===== src/rtl/core/lpgp_pkg.sv =====
// Shared types and constants of the LED palette gradient pixel engine.
package lpgp_pkg;

    localparam int COORD_W = 8;
    localparam int PHASE_W = 11;
    localparam int PAL_N   = 6;
    localparam int PAL_W   = 24;
    localparam int PARAM_W = 16;
    localparam int MODE_W  = 3;
    localparam int ADDR_W  = 5;
    localparam int DATA_W  = 32;
    localparam int BASE_W  = 12;
    localparam int OFS_W   = 11;
    localparam int POS_W   = 13;
    localparam int DIMV_W  = 3;
    localparam int DIMD_W  = 2;

    localparam logic [PHASE_W-1:0] PHASE_SPAN = 11'd1536;
    localparam logic [PHASE_W-1:0] PHASE_LAST = 11'd1535;

    // effect_param bit positions
    localparam int PRM_REVERSE = 0;
    localparam int PRM_INVERT  = 1;
    localparam int PRM_DIM     = 2;
    localparam int PRM_ARM_INV = 3;
    localparam int PRM_SEL_LO  = 2;

    // clock dim saturation divider codes
    localparam logic [DIMD_W-1:0] DIV_ONE   = 2'd0;
    localparam logic [DIMD_W-1:0] DIV_TWO   = 2'd1;
    localparam logic [DIMD_W-1:0] DIV_THREE = 2'd2;

    typedef enum logic [MODE_W-1:0] {
        MODE_ALL,
        MODE_RADIAL,
        MODE_CLOCK,
        MODE_RMIX,
        MODE_SPIRAL,
        MODE_TREE,
        MODE_CART,
        MODE_MONO
    } t_mode;

    typedef enum logic [2:0] {
        REG_PAL0,
        REG_PAL1,
        REG_PAL2,
        REG_PAL3,
        REG_PAL4,
        REG_PAL5,
        REG_MODE,
        REG_PARAM
    } t_reg_idx;

    typedef logic [PAL_N-1:0][PAL_W-1:0] t_palette;

    typedef struct packed {
        t_palette            palette;
        t_mode               mode;
        logic [PARAM_W-1:0]  param;
        logic [DIMV_W-1:0]   dim_v;
        logic [DIMD_W-1:0]   dim_div;
    } t_cfg;

    typedef struct packed {
        logic [COORD_W-1:0]  idx;
        logic [BASE_W-1:0]   base;
        logic [OFS_W-1:0]    ofs;
        logic                dim;
    } t_pos_item;

endpackage


===== src/rtl/core/lpgp_regs.sv =====
// Configuration register file with APB-style access and derived clock dim terms.
module lpgp_regs import lpgp_pkg::*; (
    input  logic              i_clk,
    input  logic              i_rst_n,
    input  logic              psel,
    input  logic              penable,
    input  logic              pwrite,
    input  logic [ADDR_W-1:0] paddr,
    input  logic [DATA_W-1:0] pwdata,
    output logic [DATA_W-1:0] prdata,
    output logic              pready,
    output t_cfg              o_cfg
);

    localparam t_palette PAL_RESET = {24'hD5FFFF, 24'hABFFFF, 24'h80FFFF,
                                      24'h55FFFF, 24'h2BFFFF, 24'h00FFFF};

    // reciprocals: exact floor division over the full operand range
    localparam logic [16:0] RECIP7  = 17'd74899;
    localparam logic [15:0] RECIP11 = 16'd47663;
    localparam logic [13:0] RECIP5  = 14'd13108;
    localparam logic [12:0] RECIP3  = 13'd5462;

    t_palette           r_palette;
    t_mode              r_mode;
    logic [PARAM_W-1:0] r_param;
    logic [13:0]        r_q7, r_q7b;
    logic [12:0]        r_q11, r_q11b;
    logic [10:0]        r_q7d5, r_q11d3;
    logic [DIMV_W-1:0]  r_dim_v;
    logic [DIMD_W-1:0]  r_dim_div;

    logic               w_wr;
    t_reg_idx           w_idx;
    logic [2:0]         w_pal_sel;
    logic [32:0]        w_p7;
    logic [31:0]        w_p11;
    logic [26:0]        w_p5;
    logic [24:0]        w_p3;

    assign pready    = 1'b1;
    assign w_wr      = psel && penable && pwrite;
    assign w_idx     = t_reg_idx'(paddr[ADDR_W-1:2]);
    assign w_pal_sel = paddr[ADDR_W-1:2];

    always_ff @(posedge i_clk) begin
        if (!i_rst_n) begin
            r_palette <= PAL_RESET;
            r_mode    <= MODE_ALL;
            r_param   <= '0;
        end else if (w_wr) begin
            case (w_idx)
                REG_PAL0, REG_PAL1, REG_PAL2,
                REG_PAL3, REG_PAL4, REG_PAL5: r_palette[w_pal_sel] <= pwdata[PAL_W-1:0];
                REG_MODE:  r_mode  <= t_mode'(pwdata[MODE_W-1:0]);
                REG_PARAM: r_param <= pwdata[PARAM_W-1:0];
                default: ;
            endcase
        end
    end

    // param/7 % 5 and param/11 % 3, three register steps after a write
    assign w_p7  = 33'(r_param) * 33'(RECIP7);
    assign w_p11 = 32'(r_param) * 32'(RECIP11);
    assign w_p5  = 27'(r_q7) * 27'(RECIP5);
    assign w_p3  = 25'(r_q11) * 25'(RECIP3);

    always_ff @(posedge i_clk) begin
        if (!i_rst_n) begin
            r_q7      <= '0;
            r_q11     <= '0;
            r_q7b     <= '0;
            r_q11b    <= '0;
            r_q7d5    <= '0;
            r_q11d3   <= '0;
            r_dim_v   <= '0;
            r_dim_div <= '0;
        end else begin
            r_q7      <= w_p7[32:19];
            r_q11     <= w_p11[31:19];
            r_q7b     <= r_q7;
            r_q11b    <= r_q11;
            r_q7d5    <= w_p5[26:16];
            r_q11d3   <= w_p3[24:14];
            r_dim_v   <= DIMV_W'(r_q7b - 14'(r_q7d5) * 14'd5);
            r_dim_div <= DIMD_W'(r_q11b - 13'(r_q11d3) * 13'd3);
        end
    end

    always_comb begin
        case (w_idx)
            REG_PAL0, REG_PAL1, REG_PAL2,
            REG_PAL3, REG_PAL4, REG_PAL5: prdata = DATA_W'(r_palette[w_pal_sel]);
            REG_MODE:  prdata = DATA_W'(r_mode);
            REG_PARAM: prdata = DATA_W'(r_param);
            default:   prdata = '0;
        endcase
    end

    assign o_cfg.palette = r_palette;
    assign o_cfg.mode    = r_mode;
    assign o_cfg.param   = r_param;
    assign o_cfg.dim_v   = r_dim_v;
    assign o_cfg.dim_div = r_dim_div;

endmodule


===== src/rtl/core/lpgp_pos.sv =====
// Stage 1: phase folding, per-mode coordinate and palette position terms.
module lpgp_pos import lpgp_pkg::*; #(
    parameter int LED_COUNT = 150
) (
    input  logic               i_clk,
    input  logic               i_rst_n,
    input  logic               i_valid,
    output logic               o_ready,
    input  logic [COORD_W-1:0] i_led_index,
    input  logic [COORD_W-1:0] i_radius,
    input  logic [COORD_W-1:0] i_angle,
    input  logic [COORD_W-1:0] i_branch,
    input  logic [COORD_W-1:0] i_pos_x,
    input  logic [COORD_W-1:0] i_pos_y,
    input  logic [PHASE_W-1:0] i_phase,
    input  t_cfg               i_cfg,
    output logic               o_valid,
    input  logic               i_ready,
    output t_pos_item          o_item
);

    localparam int IDX_DEPTH    = 2 ** COORD_W;
    localparam int RAD_W        = 19;
    localparam int RADIAL_SCALE = 1380;
    localparam int SECTOR       = 43;
    localparam int SECTOR_OFS   = 20;
    localparam logic [COORD_W-1:0] MID         = 8'd128;
    localparam logic [COORD_W-1:0] BRANCH_MAIN = 8'd30;

    localparam logic [2:0] CART_Y     = 3'd0;
    localparam logic [2:0] CART_X     = 3'd1;
    localparam logic [2:0] CART_SUM   = 3'd2;
    localparam logic [2:0] CART_DIFF  = 3'd3;
    localparam logic [2:0] CART_XYABS = 3'd4;
    localparam logic [2:0] CART_XYMIR = 3'd5;
    localparam logic [2:0] CART_YXABS = 3'd6;
    localparam logic [2:0] CART_YXMIR = 3'd7;

    logic               r_valid;
    t_pos_item          r_item;
    t_pos_item          n_item;

    logic [OFS_W-1:0]   w_ofs_fwd [IDX_DEPTH];
    logic [OFS_W-1:0]   w_ofs_inv [IDX_DEPTH];
    logic [PHASE_W-1:0] w_ph, w_p;
    logic               w_rev, w_inv, w_main, w_odd;
    logic [8:0]         w_a20;
    logic [COORD_W-1:0] w_yabs, w_ymir, w_xabs, w_xmir, w_spiral, w_cart, w_f;
    logic [2:0]         w_sel;
    logic [RAD_W-1:0]   w_rad_prod;
    logic [OFS_W-1:0]   w_ofs6, w_ofsr;

    // strip position offset f*1536/LED_COUNT, index clamped to the last LED
    for (genvar gi = 0; gi < IDX_DEPTH; gi++) begin : g_all_ofs
        localparam int Fc   = (gi < LED_COUNT) ? gi : LED_COUNT - 1;
        localparam int Fi   = LED_COUNT - 1 - Fc;
        localparam int OfsF = (Fc * 1536) / LED_COUNT;
        localparam int OfsI = (Fi * 1536) / LED_COUNT;
        assign w_ofs_fwd[gi] = OFS_W'(OfsF);
        assign w_ofs_inv[gi] = OFS_W'(OfsI);
    end

    assign w_rev  = i_cfg.param[PRM_REVERSE];
    assign w_inv  = i_cfg.param[PRM_INVERT];
    assign w_main = i_branch < BRANCH_MAIN;
    assign w_sel  = i_cfg.param[PRM_SEL_LO +: 3];

    assign w_ph = (i_phase >= PHASE_SPAN) ? i_phase - PHASE_SPAN : i_phase;
    assign w_p  = w_rev ? PHASE_LAST - w_ph : w_ph;

    // odd angular sector of (angle + 20) / 43
    assign w_a20 = 9'(i_angle) + 9'(SECTOR_OFS);
    assign w_odd = (w_a20 >= 9'(SECTOR)     && w_a20 < 9'(2 * SECTOR)) ||
                   (w_a20 >= 9'(3 * SECTOR) && w_a20 < 9'(4 * SECTOR)) ||
                   (w_a20 >= 9'(5 * SECTOR) && w_a20 < 9'(6 * SECTOR));

    assign w_yabs   = (i_pos_y >= MID) ? i_pos_y - MID : MID - i_pos_y;
    assign w_ymir   = (i_pos_y <= MID) ? i_pos_y : ~i_pos_y;
    assign w_xabs   = (i_pos_x >= MID) ? i_pos_x - MID : MID - i_pos_x;
    assign w_xmir   = (i_pos_x <= MID) ? i_pos_x : ~i_pos_x;
    assign w_spiral = i_angle + {1'b0, i_radius[COORD_W-1:1]};

    always_comb begin
        case (w_sel)
            CART_X:     w_cart = i_pos_x;
            CART_SUM:   w_cart = i_pos_x + i_pos_y;
            CART_DIFF:  w_cart = i_pos_x - i_pos_y;
            CART_XYABS: w_cart = i_pos_x + w_yabs;
            CART_XYMIR: w_cart = i_pos_x + w_ymir;
            CART_YXABS: w_cart = i_pos_y + w_xabs;
            CART_YXMIR: w_cart = i_pos_y + w_xmir;
            CART_Y:     w_cart = i_pos_y;
            default:    w_cart = i_pos_y;
        endcase
    end

    // 8-bit coordinate; mirror is the bitwise complement
    always_comb begin
        case (i_cfg.mode)
            MODE_RADIAL: w_f = w_inv ? ~i_radius : i_radius;
            MODE_CLOCK:  w_f = i_angle ^ {COORD_W{(i_cfg.param[PRM_ARM_INV] && w_main) ^ w_inv}};
            MODE_RMIX:   w_f = w_odd ? ~i_radius : i_radius;
            MODE_SPIRAL: w_f = w_inv ? ~w_spiral : w_spiral;
            MODE_TREE:   w_f = w_inv ? ~i_branch : i_branch;
            MODE_CART:   w_f = w_inv ? ~w_cart : w_cart;
            default:     w_f = i_angle;
        endcase
    end

    assign w_ofs6     = OFS_W'(w_f) * OFS_W'(6);
    assign w_rad_prod = RAD_W'(w_f) * RAD_W'(RADIAL_SCALE);
    assign w_ofsr     = w_rad_prod[RAD_W-1:8];

    always_comb begin
        n_item.idx  = i_led_index;
        n_item.base = BASE_W'(w_p);
        n_item.ofs  = w_ofs6;
        n_item.dim  = (i_cfg.mode == MODE_CLOCK) && i_cfg.param[PRM_DIM] && w_main;
        case (i_cfg.mode)
            MODE_ALL:    n_item.ofs = w_inv ? w_ofs_inv[i_led_index] : w_ofs_fwd[i_led_index];
            MODE_RADIAL: n_item.ofs = w_ofsr;
            MODE_RMIX: begin
                n_item.base = {w_p, 1'b0};
                n_item.ofs  = w_ofsr;
            end
            MODE_CART:   n_item.base = BASE_W'(w_ph);
            MODE_MONO:   n_item.ofs  = '0;
            default: ;
        endcase
    end

    assign o_ready = !r_valid || i_ready;

    always_ff @(posedge i_clk) begin
        if (!i_rst_n) begin
            r_valid <= 1'b0;
        end else if (o_ready) begin
            r_valid <= i_valid;
        end
    end

    always_ff @(posedge i_clk) begin
        if (o_ready && i_valid) begin
            r_item <= n_item;
        end
    end

    assign o_valid = r_valid;
    assign o_item  = r_item;

endmodule


===== src/rtl/core/lpgp_mix.sv =====
// Stages 2-5: palette lookup, HSV blend, divide by 255, clock dim, output register.
module lpgp_mix import lpgp_pkg::*; (
    input  logic               i_clk,
    input  logic               i_rst_n,
    input  logic               i_valid,
    output logic               o_ready,
    input  t_pos_item          i_item,
    input  t_cfg               i_cfg,
    output logic               o_valid,
    input  logic               i_ready,
    output logic [COORD_W-1:0] o_led_index_out,
    output logic [COORD_W-1:0] o_hue,
    output logic [COORD_W-1:0] o_saturation,
    output logic [COORD_W-1:0] o_value
);

    localparam int SEG_W = POS_W - COORD_W;
    localparam int PRD_W = 2 * COORD_W;

    function automatic logic [2:0] mod6(input logic [SEG_W-1:0] s);
        logic [SEG_W-1:0] t;
        if (s >= SEG_W'(2 * PAL_N)) t = s - SEG_W'(2 * PAL_N);
        else if (s >= SEG_W'(PAL_N)) t = s - SEG_W'(PAL_N);
        else t = s;
        return t[2:0];
    endfunction

    // floor(x / 255), exact for 16-bit x
    function automatic logic [COORD_W-1:0] div255(input logic [PRD_W-1:0] x);
        logic [PRD_W:0] t;
        t = (PRD_W+1)'(x) + (PRD_W+1)'(x[PRD_W-1:COORD_W]) + (PRD_W+1)'(1);
        return t[PRD_W-1:COORD_W];
    endfunction

    typedef struct packed {
        logic [COORD_W-1:0] idx;
        logic               dim;
        logic [COORD_W-1:0] pct;
        logic [COORD_W-1:0] h1;
        logic               hneg;
        logic [COORD_W-1:0] hmag;
        logic [COORD_W-1:0] s1;
        logic               sup;
        logic [COORD_W-1:0] smag;
        logic [COORD_W-1:0] v1;
        logic               vup;
        logic [COORD_W-1:0] vmag;
    } t_blend;

    typedef struct packed {
        logic [COORD_W-1:0] idx;
        logic               dim;
        logic [COORD_W-1:0] h1;
        logic               hneg;
        logic [PRD_W-1:0]   hprod;
        logic [COORD_W-1:0] s1;
        logic               sup;
        logic [PRD_W-1:0]   sprod;
        logic [COORD_W-1:0] v1;
        logic               vup;
        logic [PRD_W-1:0]   vprod;
    } t_prod;

    typedef struct packed {
        logic [COORD_W-1:0] idx;
        logic               dim;
        logic [COORD_W-1:0] h;
        logic [COORD_W-1:0] s;
        logic [COORD_W-1:0] v;
    } t_hsv;

    logic   r2_valid, r3_valid, r4_valid, r5_valid;
    t_blend r2, n2;
    t_prod  r3, n3;
    t_hsv   r4, n4, r5, n5;
    logic   w_rdy2, w_rdy3, w_rdy4, w_rdy5;

    logic [POS_W-1:0]   w_pos;
    logic [2:0]         w_k, w_k2;
    logic [PAL_W-1:0]   w_c1, w_c2;
    logic [COORD_W-1:0] w_h1, w_s1, w_v1, w_h2, w_s2, w_v2;
    logic [COORD_W-1:0] w_h2a, w_h1a, w_h2b, w_h1b, w_dh;
    logic [COORD_W-1:0] w_qh, w_qs, w_qv;
    logic [PRD_W-1:0]   w_s3prod;

    // stall chain: a stage loads when it is empty or its successor loads
    assign w_rdy5  = !r5_valid || i_ready;
    assign w_rdy4  = !r4_valid || w_rdy5;
    assign w_rdy3  = !r3_valid || w_rdy4;
    assign w_rdy2  = !r2_valid || w_rdy3;
    assign o_ready = w_rdy2;

    // stage 2: palette pick and hue fixups
    assign w_pos = POS_W'(i_item.base) + POS_W'(i_item.ofs);
    assign w_k   = mod6(w_pos[POS_W-1:COORD_W]);
    assign w_k2  = (w_k == 3'(PAL_N - 1)) ? 3'd0 : w_k + 3'd1;
    assign w_c1  = i_cfg.palette[w_k];
    assign w_c2  = i_cfg.palette[w_k2];
    assign {w_h1, w_s1, w_v1} = w_c1;
    assign {w_h2, w_s2, w_v2} = w_c2;

    // gray or black endpoints take the other endpoint's hue
    assign w_h2a = (w_v2 == '0) ? w_h1  : w_h2;
    assign w_h1a = (w_v1 == '0) ? w_h2a : w_h1;
    assign w_h2b = (w_s2 == '0) ? w_h1a : w_h2a;
    assign w_h1b = (w_s1 == '0) ? w_h2b : w_h1a;
    assign w_dh  = w_h2b - w_h1b;

    always_comb begin
        n2.idx  = i_item.idx;
        n2.dim  = i_item.dim;
        n2.pct  = w_pos[COORD_W-1:0];
        n2.h1   = w_h1b;
        n2.hneg = w_dh[COORD_W-1];
        n2.hmag = w_dh[COORD_W-1] ? -w_dh : w_dh;
        n2.s1   = w_s1;
        n2.sup  = w_s2 > w_s1;
        n2.smag = (w_s2 > w_s1) ? w_s2 - w_s1 : w_s1 - w_s2;
        n2.v1   = w_v1;
        n2.vup  = w_v2 > w_v1;
        n2.vmag = (w_v2 > w_v1) ? w_v2 - w_v1 : w_v1 - w_v2;
    end

    // stage 3: difference times blend fraction
    always_comb begin
        n3.idx   = r2.idx;
        n3.dim   = r2.dim;
        n3.h1    = r2.h1;
        n3.hneg  = r2.hneg;
        n3.hprod = PRD_W'(r2.hmag) * PRD_W'(r2.pct);
        n3.s1    = r2.s1;
        n3.sup   = r2.sup;
        n3.sprod = PRD_W'(r2.smag) * PRD_W'(r2.pct);
        n3.v1    = r2.v1;
        n3.vup   = r2.vup;
        n3.vprod = PRD_W'(r2.vmag) * PRD_W'(r2.pct);
    end

    // stage 4: truncating /255 and step from the first endpoint
    assign w_qh = div255(r3.hprod);
    assign w_qs = div255(r3.sprod);
    assign w_qv = div255(r3.vprod);

    always_comb begin
        n4.idx = r3.idx;
        n4.dim = r3.dim;
        n4.h   = r3.hneg ? r3.h1 - w_qh : r3.h1 + w_qh;
        n4.s   = r3.sup ? r3.s1 + w_qs : r3.s1 - w_qs;
        n4.v   = r3.vup ? r3.v1 + w_qv : r3.v1 - w_qv;
    end

    // stage 5: clock dim override on the main arm
    assign w_s3prod = PRD_W'(r4.s) * PRD_W'(171);

    always_comb begin
        n5 = r4;
        if (r4.dim) begin
            n5.v = COORD_W'(i_cfg.dim_v);
            case (i_cfg.dim_div)
                DIV_TWO:   n5.s = {1'b0, r4.s[COORD_W-1:1]};
                DIV_THREE: n5.s = COORD_W'(w_s3prod[PRD_W-1:9]);
                DIV_ONE:   n5.s = r4.s;
                default:   n5.s = r4.s;
            endcase
        end
    end

    always_ff @(posedge i_clk) begin
        if (!i_rst_n) begin
            r2_valid <= 1'b0;
            r3_valid <= 1'b0;
            r4_valid <= 1'b0;
            r5_valid <= 1'b0;
        end else begin
            if (w_rdy2) r2_valid <= i_valid;
            if (w_rdy3) r3_valid <= r2_valid;
            if (w_rdy4) r4_valid <= r3_valid;
            if (w_rdy5) r5_valid <= r4_valid;
        end
    end

    always_ff @(posedge i_clk) begin
        if (w_rdy2 && i_valid)  r2 <= n2;
        if (w_rdy3 && r2_valid) r3 <= n3;
        if (w_rdy4 && r3_valid) r4 <= n4;
        if (w_rdy5 && r4_valid) r5 <= n5;
    end

    assign o_valid         = r5_valid;
    assign o_led_index_out = r5.idx;
    assign o_hue           = r5.h;
    assign o_saturation    = r5.s;
    assign o_value         = r5.v;

endmodule


===== src/rtl/core/led_palette_gradient_pixel.sv =====
// Top level of the per-LED palette gradient color engine.
// Throughput: one pixel per cycle while the output is ready; the five
// pipeline register stages each take a pixel.
// Backpressure: ready is a per-stage chain, so empty stages keep filling during a stall.
// Reset (synchronous, active low): empties the pipeline, restores the default palette,
// mode all, param 0; clock dim terms follow a param write through the divider registers.
module led_palette_gradient_pixel import lpgp_pkg::*; #(
    parameter int LED_COUNT = 150
) (
    input  logic               i_clk,
    input  logic               i_rst_n,
    // pixel input channel
    input  logic               i_in_valid,
    output logic               o_in_ready,
    input  logic [COORD_W-1:0] i_led_index,
    input  logic [COORD_W-1:0] i_radius,
    input  logic [COORD_W-1:0] i_angle,
    input  logic [COORD_W-1:0] i_branch,
    input  logic [COORD_W-1:0] i_pos_x,
    input  logic [COORD_W-1:0] i_pos_y,
    input  logic [PHASE_W-1:0] i_phase,
    // color output channel
    output logic               o_out_valid,
    input  logic               i_out_ready,
    output logic [COORD_W-1:0] o_led_index_out,
    output logic [COORD_W-1:0] o_hue,
    output logic [COORD_W-1:0] o_saturation,
    output logic [COORD_W-1:0] o_value,
    // configuration port
    input  logic               psel,
    input  logic               penable,
    input  logic               pwrite,
    input  logic [ADDR_W-1:0]  paddr,
    input  logic [DATA_W-1:0]  pwdata,
    output logic [DATA_W-1:0]  prdata,
    output logic               pready
);

    t_cfg      w_cfg;
    t_pos_item w_pos_item;
    logic      w_pos_valid;
    logic      w_mix_ready;

    // Register file: palette, mode and param, plus the derived dim terms
    // (param/7 % 5 for value, param/11 % 3 picks the saturation divisor).
    lpgp_regs u_regs (
        .i_clk   (i_clk),
        .i_rst_n (i_rst_n),
        .psel    (psel),
        .penable (penable),
        .pwrite  (pwrite),
        .paddr   (paddr),
        .pwdata  (pwdata),
        .prdata  (prdata),
        .pready  (pready),
        .o_cfg   (w_cfg)
    );

    // Stage 1: fold the phase into one palette cycle, apply reverse except in cart
    // mode, pick the mode's coordinate and mirror, turn it into a position offset.
    lpgp_pos #(
        .LED_COUNT (LED_COUNT)
    ) u_pos (
        .i_clk       (i_clk),
        .i_rst_n     (i_rst_n),
        .i_valid     (i_in_valid),
        .o_ready     (o_in_ready),
        .i_led_index (i_led_index),
        .i_radius    (i_radius),
        .i_angle     (i_angle),
        .i_branch    (i_branch),
        .i_pos_x     (i_pos_x),
        .i_pos_y     (i_pos_y),
        .i_phase     (i_phase),
        .i_cfg       (w_cfg),
        .o_valid     (w_pos_valid),
        .i_ready     (w_mix_ready),
        .o_item      (w_pos_item)
    );

    // Stages 2-5: palette entry pair and hue fixups, products with the blend
    // fraction, the /255 step, then the clock dim override into the output register.
    lpgp_mix u_mix (
        .i_clk           (i_clk),
        .i_rst_n         (i_rst_n),
        .i_valid         (w_pos_valid),
        .o_ready         (w_mix_ready),
        .i_item          (w_pos_item),
        .i_cfg           (w_cfg),
        .o_valid         (o_out_valid),
        .i_ready         (i_out_ready),
        .o_led_index_out (o_led_index_out),
        .o_hue           (o_hue),
        .o_saturation    (o_saturation),
        .o_value         (o_value)
    );

    // Input may only back up when every stage is full and the output is stalled.
    a_ready_only_when_full: assert property (@(posedge i_clk) disable iff (!i_rst_n)
        !o_in_ready |-> (o_out_valid && !i_out_ready))
        else $error("input stalled while output stage could drain");

    // Mode write lands in the register used by the pipeline.
    a_mode_write: assert property (@(posedge i_clk) disable iff (!i_rst_n)
        (psel && penable && pwrite && paddr[ADDR_W-1:2] == REG_MODE)
        |=> (w_cfg.mode == t_mode'($past(pwdata[MODE_W-1:0]))))
        else $error("mode register does not hold written value");

    // Param write lands in the register used by the pipeline.
    a_param_write: assert property (@(posedge i_clk) disable iff (!i_rst_n)
        (psel && penable && pwrite && paddr[ADDR_W-1:2] == REG_PARAM)
        |=> (w_cfg.param == $past(pwdata[PARAM_W-1:0])))
        else $error("param register does not hold written value");

endmodule


===== config.mk =====
export PLATFORM = sky130hd
export DESIGN_NAME = led_palette_gradient_pixel
export DESIGN_NICKNAME = d
export VERILOG_FILES = /design/src/rtl/core/lpgp_pkg.sv /design/src/rtl/core/lpgp_regs.sv /design/src/rtl/core/lpgp_pos.sv /design/src/rtl/core/lpgp_mix.sv /design/src/rtl/core/led_palette_gradient_pixel.sv
export SDC_FILE = /design/constraint.sdc
export NUM_CORES = 2
export LEC_CHECK = 0
export BUFFER_PORTS_ARGS = -buffer_cell sky130_fd_sc_hd__buf_2
export CORE_ASPECT_RATIO = 0.6
export CORE_UTILIZATION = 65
export DETAILED_ROUTE_END_ITERATION = 10
export PLACE_DENSITY = 0.79
export SYNTH_ARGS = -nofsm -noshare
export SYNTH_HDL_FRONTEND = slang
export SYNTH_SLANG_ARGS = --single-unit
export TNS_END_PERCENT = 30

===== constraint.sdc =====
create_clock -name i_clk -period 13.4 [get_ports i_clk]
set_clock_uncertainty 0.05 [all_clocks]
set_input_delay 2.68 -clock i_clk [delete_from_list [all_inputs] [get_ports i_clk]]
set_output_delay 2.68 -clock i_clk [all_outputs]
set_load 0.05 [all_outputs]

==> qor.csv <==
stage,metric,value,unit
route,drc,0,
clocking,clk_pin_slew,0.07,ns
clocking,htreeDepth,2,
pwr,leakage,25.7,nW
pwr,p_int,5.94,mW
sta,layout_setup_ws,2.52,ns
clocking,numCtsBuffers,49,
synth,synthCells,5522,
min_path,min_from,u_mix.n3[23],
global_routing,grt_pass1_vias,40100,
final_layout,layout-drive-gt1-share,7.37,%
final_layout,area_delta_synth_final,6.42,%
clocking,cts_setup_buffers,0,
pwr,p_sw,5.08,mW
route,wl,134000,µm
route,avgRoutedWirePerCell,20.5,µm
critical_path,cp_slowest_stage_delay,0.56,ns
synth,synth-main-ff-cell,edfxtp_1,
placed_design,pre_cts_ws,2.01,ns
clocking,clk_latency,0.62,ns
critical_path,r2r_end,u_mix.r2[41],
placed_design,io_buffers,150,
route,ant_nets,0,
floorplan,start_util,65.7,%
synth,synthSimpleGateAreaFrac,14.2,%
critical_path,cp.arrival,11.15,ns
synth,yosysWarnings,0,
synth,async_flop_share,0,%
critical_path,required,13.67,ns
global_routing,grt_overflow,0,
sta,slew_viol_final,0,
sta,fin_crit_sh,81.2,%
sta,tightest_slew,1.30,ns
pwr,powerDensity,208,mW/mm²
critical_path,cpMaxStageDelayCell,nor2_1,
synth,synth-seq-cells,459,
critical_path,reg2reg_from,u_pos.o_item[1],
min_path,hold_depth,0,
clocking,ctsResizeCount,0,
sta,max_freq,91.9,MHz
synth,muxShareOfSynthArea,3.92,%
final_layout,fin_area,0.0529,mm²
floorplan,die_w,359,µm
flow_run,cap_violations,0,
route,via_per_inst,6.22,
clocking,clkSinkCount,459,
synth,synth_xor_area_share,4.70,%
global_routing,grt_max_degree,108,
final_layout,layout_common_cells,"inv_1 (727), nand2_1 (691), ha_1 (688)",
pwr,power_frac_clock,13.3,%
sta,finalHoldViolCount,0,
synth,synth-adder-area-share,31.6,%
synth,seq_area_frac_synth,23.5,%
global_routing,antenna_found_initial,2,
synth,synth_compound_area_share,14.2,%
sta,min_period,10.88,ns
sta,setup_viol,0,
run_status,status,finished clean,
synth,synth_cell_types,98,
clocking,clk_path_buf_depth,3,
critical_path,cp_max_fo,8,
pwr,switching_share,46.1,%
placed_design,dp_hpwl,99100,µm
synth,synth_edf_count,249,
global_routing,grt.total_usage,34.8,%
final_layout,mostFrequentLayoutCell,inv_1,
clocking,tritoncts,done,
placed_design,place_area,0.0512,mm²
route,drt_iter0_markers,5004,
floorplan,core,0.0756,mm²
critical_path,timing.critical_path.mode_cell,a21oi_1,
critical_path,reg2reg_slack,3.13,ns
floorplan,num_rows,78,
critical_path,startpoint_type,input port,
min_path,hold_path_end,u_mix.r3[23],
route,num_vias,40800,
critical_path,r2r_cells,30,
min_path,hp-class,flip-flop to flip-flop,
critical_path,crit_path_end_kind,flip-flop,
pwr,comb_power_share,65.9,%
global_routing,grt_pass1_wl,217000,µm
synth,syn-cell-area,0.0497,mm²
final_layout,final_util,69.9,%
route,dr.pass1.iters,7,
floorplan,dieArea,0.0776,mm²
synth,synth_top_family_by_area,adder cells,
sta,tns,0,ns
clocking,cts_hold_buffers,0,
floorplan,io_pins,170,
critical_path,timing.setup.critical_path_class,input port to flip-flop,
sta,rsz0062_at_grt,false,
floorplan,die_h,216,µm
pwr,ir_worst_vdd,259,µV
clocking,cts-root-buf,clkbuf_16,
pwr,power_frac_seq,20.8,%
final_layout,nets,6669,
sta,slew_headroom,13.3,%
synth,post_synth.cell_area_avg,9.00,µm²
placed_design,globalplace.congestion,0.944,
## layout make-up
cell class	count	area [µm²]
well taps	1000	1250
diodes	1	2.50
flip-flops and latches	459	11700
multi-input cells	4072	34300
clock inverters	25	319
inverters	730	2740
clock buffers	64	1380
repair buffers	212	1220
fillers	5850	22700
## per-stage QoR
step                      power [mW]  hold WS (ns)  instances
after floorplan                 7.75         0.350       5529
after global placement          9.16         0.351       6473
after detailed placement        9.44         0.355       6473
after CTS                       11.0         0.342       6562
after global routing            12.0         0.360       6562
final                           11.0         0.352       6563
## routing by layer
| metal | global-route usage, % | share of wire (%) | vias up |
|---|---|---|---|
| met4 | 9.26 | 2.4 | 4 |
| li1 | - | - | 18900 |
| met2 | 51.9 | 42 | 2182 |
| met5 | 0 | 0.017 | - |
| met1 | 50.8 | 44 | 19500 |
| met3 | 7.85 | 11 | 288 |
## flip-flops by register name, indices dropped and copies added (netlist names), 8 cells and up
register and count:
u_regs.o_cfg 144, u_mix.r3 75, u_mix.n3 36, u_mix.r2 32, u_pos.o_item 32, u_mix.n5 17
u_mix.r4 16, u_regs.r_param 16, u_regs.r_q7 14, u_regs.r_q11 13, u_mix.n4 9, u_mix.o_hue 8
u_mix.o_led_index_out 8, u_mix.o_saturation 8, u_mix.o_value 8
## power groups by stage
stage | Clock [mW] | Combinational, mW | Sequential (mW)
floorplan | 0 | 5.56 | 2.19
global placement | 0 | 6.85 | 2.31
detailed placement | 0 | 7.13 | 2.32
CTS | 1.48 | 7.21 | 2.29
global route | 1.53 | 8.16 | 2.31
finish | 1.46 | 7.26 | 2.29
## kinds of logic (layout without fill, tap and decap cells)
| family | Yosys count | in the layout |
|---|---|---|
| buffers and inverters | 998 | 1031 |
| AND/OR/NAND/NOR | 1520 | 1520 |
| multiplexers | 151 | 151 |
| flip-flops | 459 | 459 |
| other | 2 | 10 |
| adder cells (fa/ha/maj) | 1042 | 1042 |
| XOR/XNOR | 266 | 266 |
| AO/OA/AOI/OAI | 1084 | 1084 |
## cell usage after synthesis, drive strengths merged (38+ instances only)
master,number,share of area [%]
clkbuf,201,1.5
and2,166,2.1
edfxtp,249,15
nand2,691,5.2
a21o,67,1.0
xor2,76,1.3
o21bai,42,0.63
inv,729,5.5
a31oi,59,0.76
a21oi,310,3.2
fa,354,14
o211ai,65,0.99
nand3,181,1.8
buf,67,0.76
nor3,69,0.69
dfxtp,210,8.5
ha,688,17
o22ai,38,0.48
a21boi,52,0.79
xnor2,190,3.4
nor2b,47,0.59
nor2,195,1.5
o21ai,209,2.1
mux2i,85,1.7
## worst max-delay path, delay by kind of cell
| family | cells | cell delay [ns] |
|---|---|---|
| fa+ha+maj | 7 | 2.42 |
| simple gates | 4 | 1.41 |
| xor+xnor | 3 | 0.45 |
| compound gates | 20 | 3.83 |
| buf+inv | 4 | 0.39 |
## how the worst max path moves through the flow
stage | slack, ns | cells after the start | startpoint | endpoint
2_1_floorplan | 3.25 | 38 | i_pos_y[0] | u_pos.o_item[11]
3_3_place_gp | 2.08 | 38 | i_pos_x[1] | u_pos.o_item[11]
3_5_place_dp | 2.01 | 38 | i_pos_x[1] | u_pos.o_item[10]
4_1_cts | 2.65 | 38 | i_pos_x[1] | u_pos.o_item[10]
5_1_grt | 1.84 | 38 | i_pos_x[1] | u_pos.o_item[10]
6_report | 2.52 | 38 | i_pos_x[1] | u_pos.o_item[10]
No activity file was read; power rests on OpenSTA's default activity.
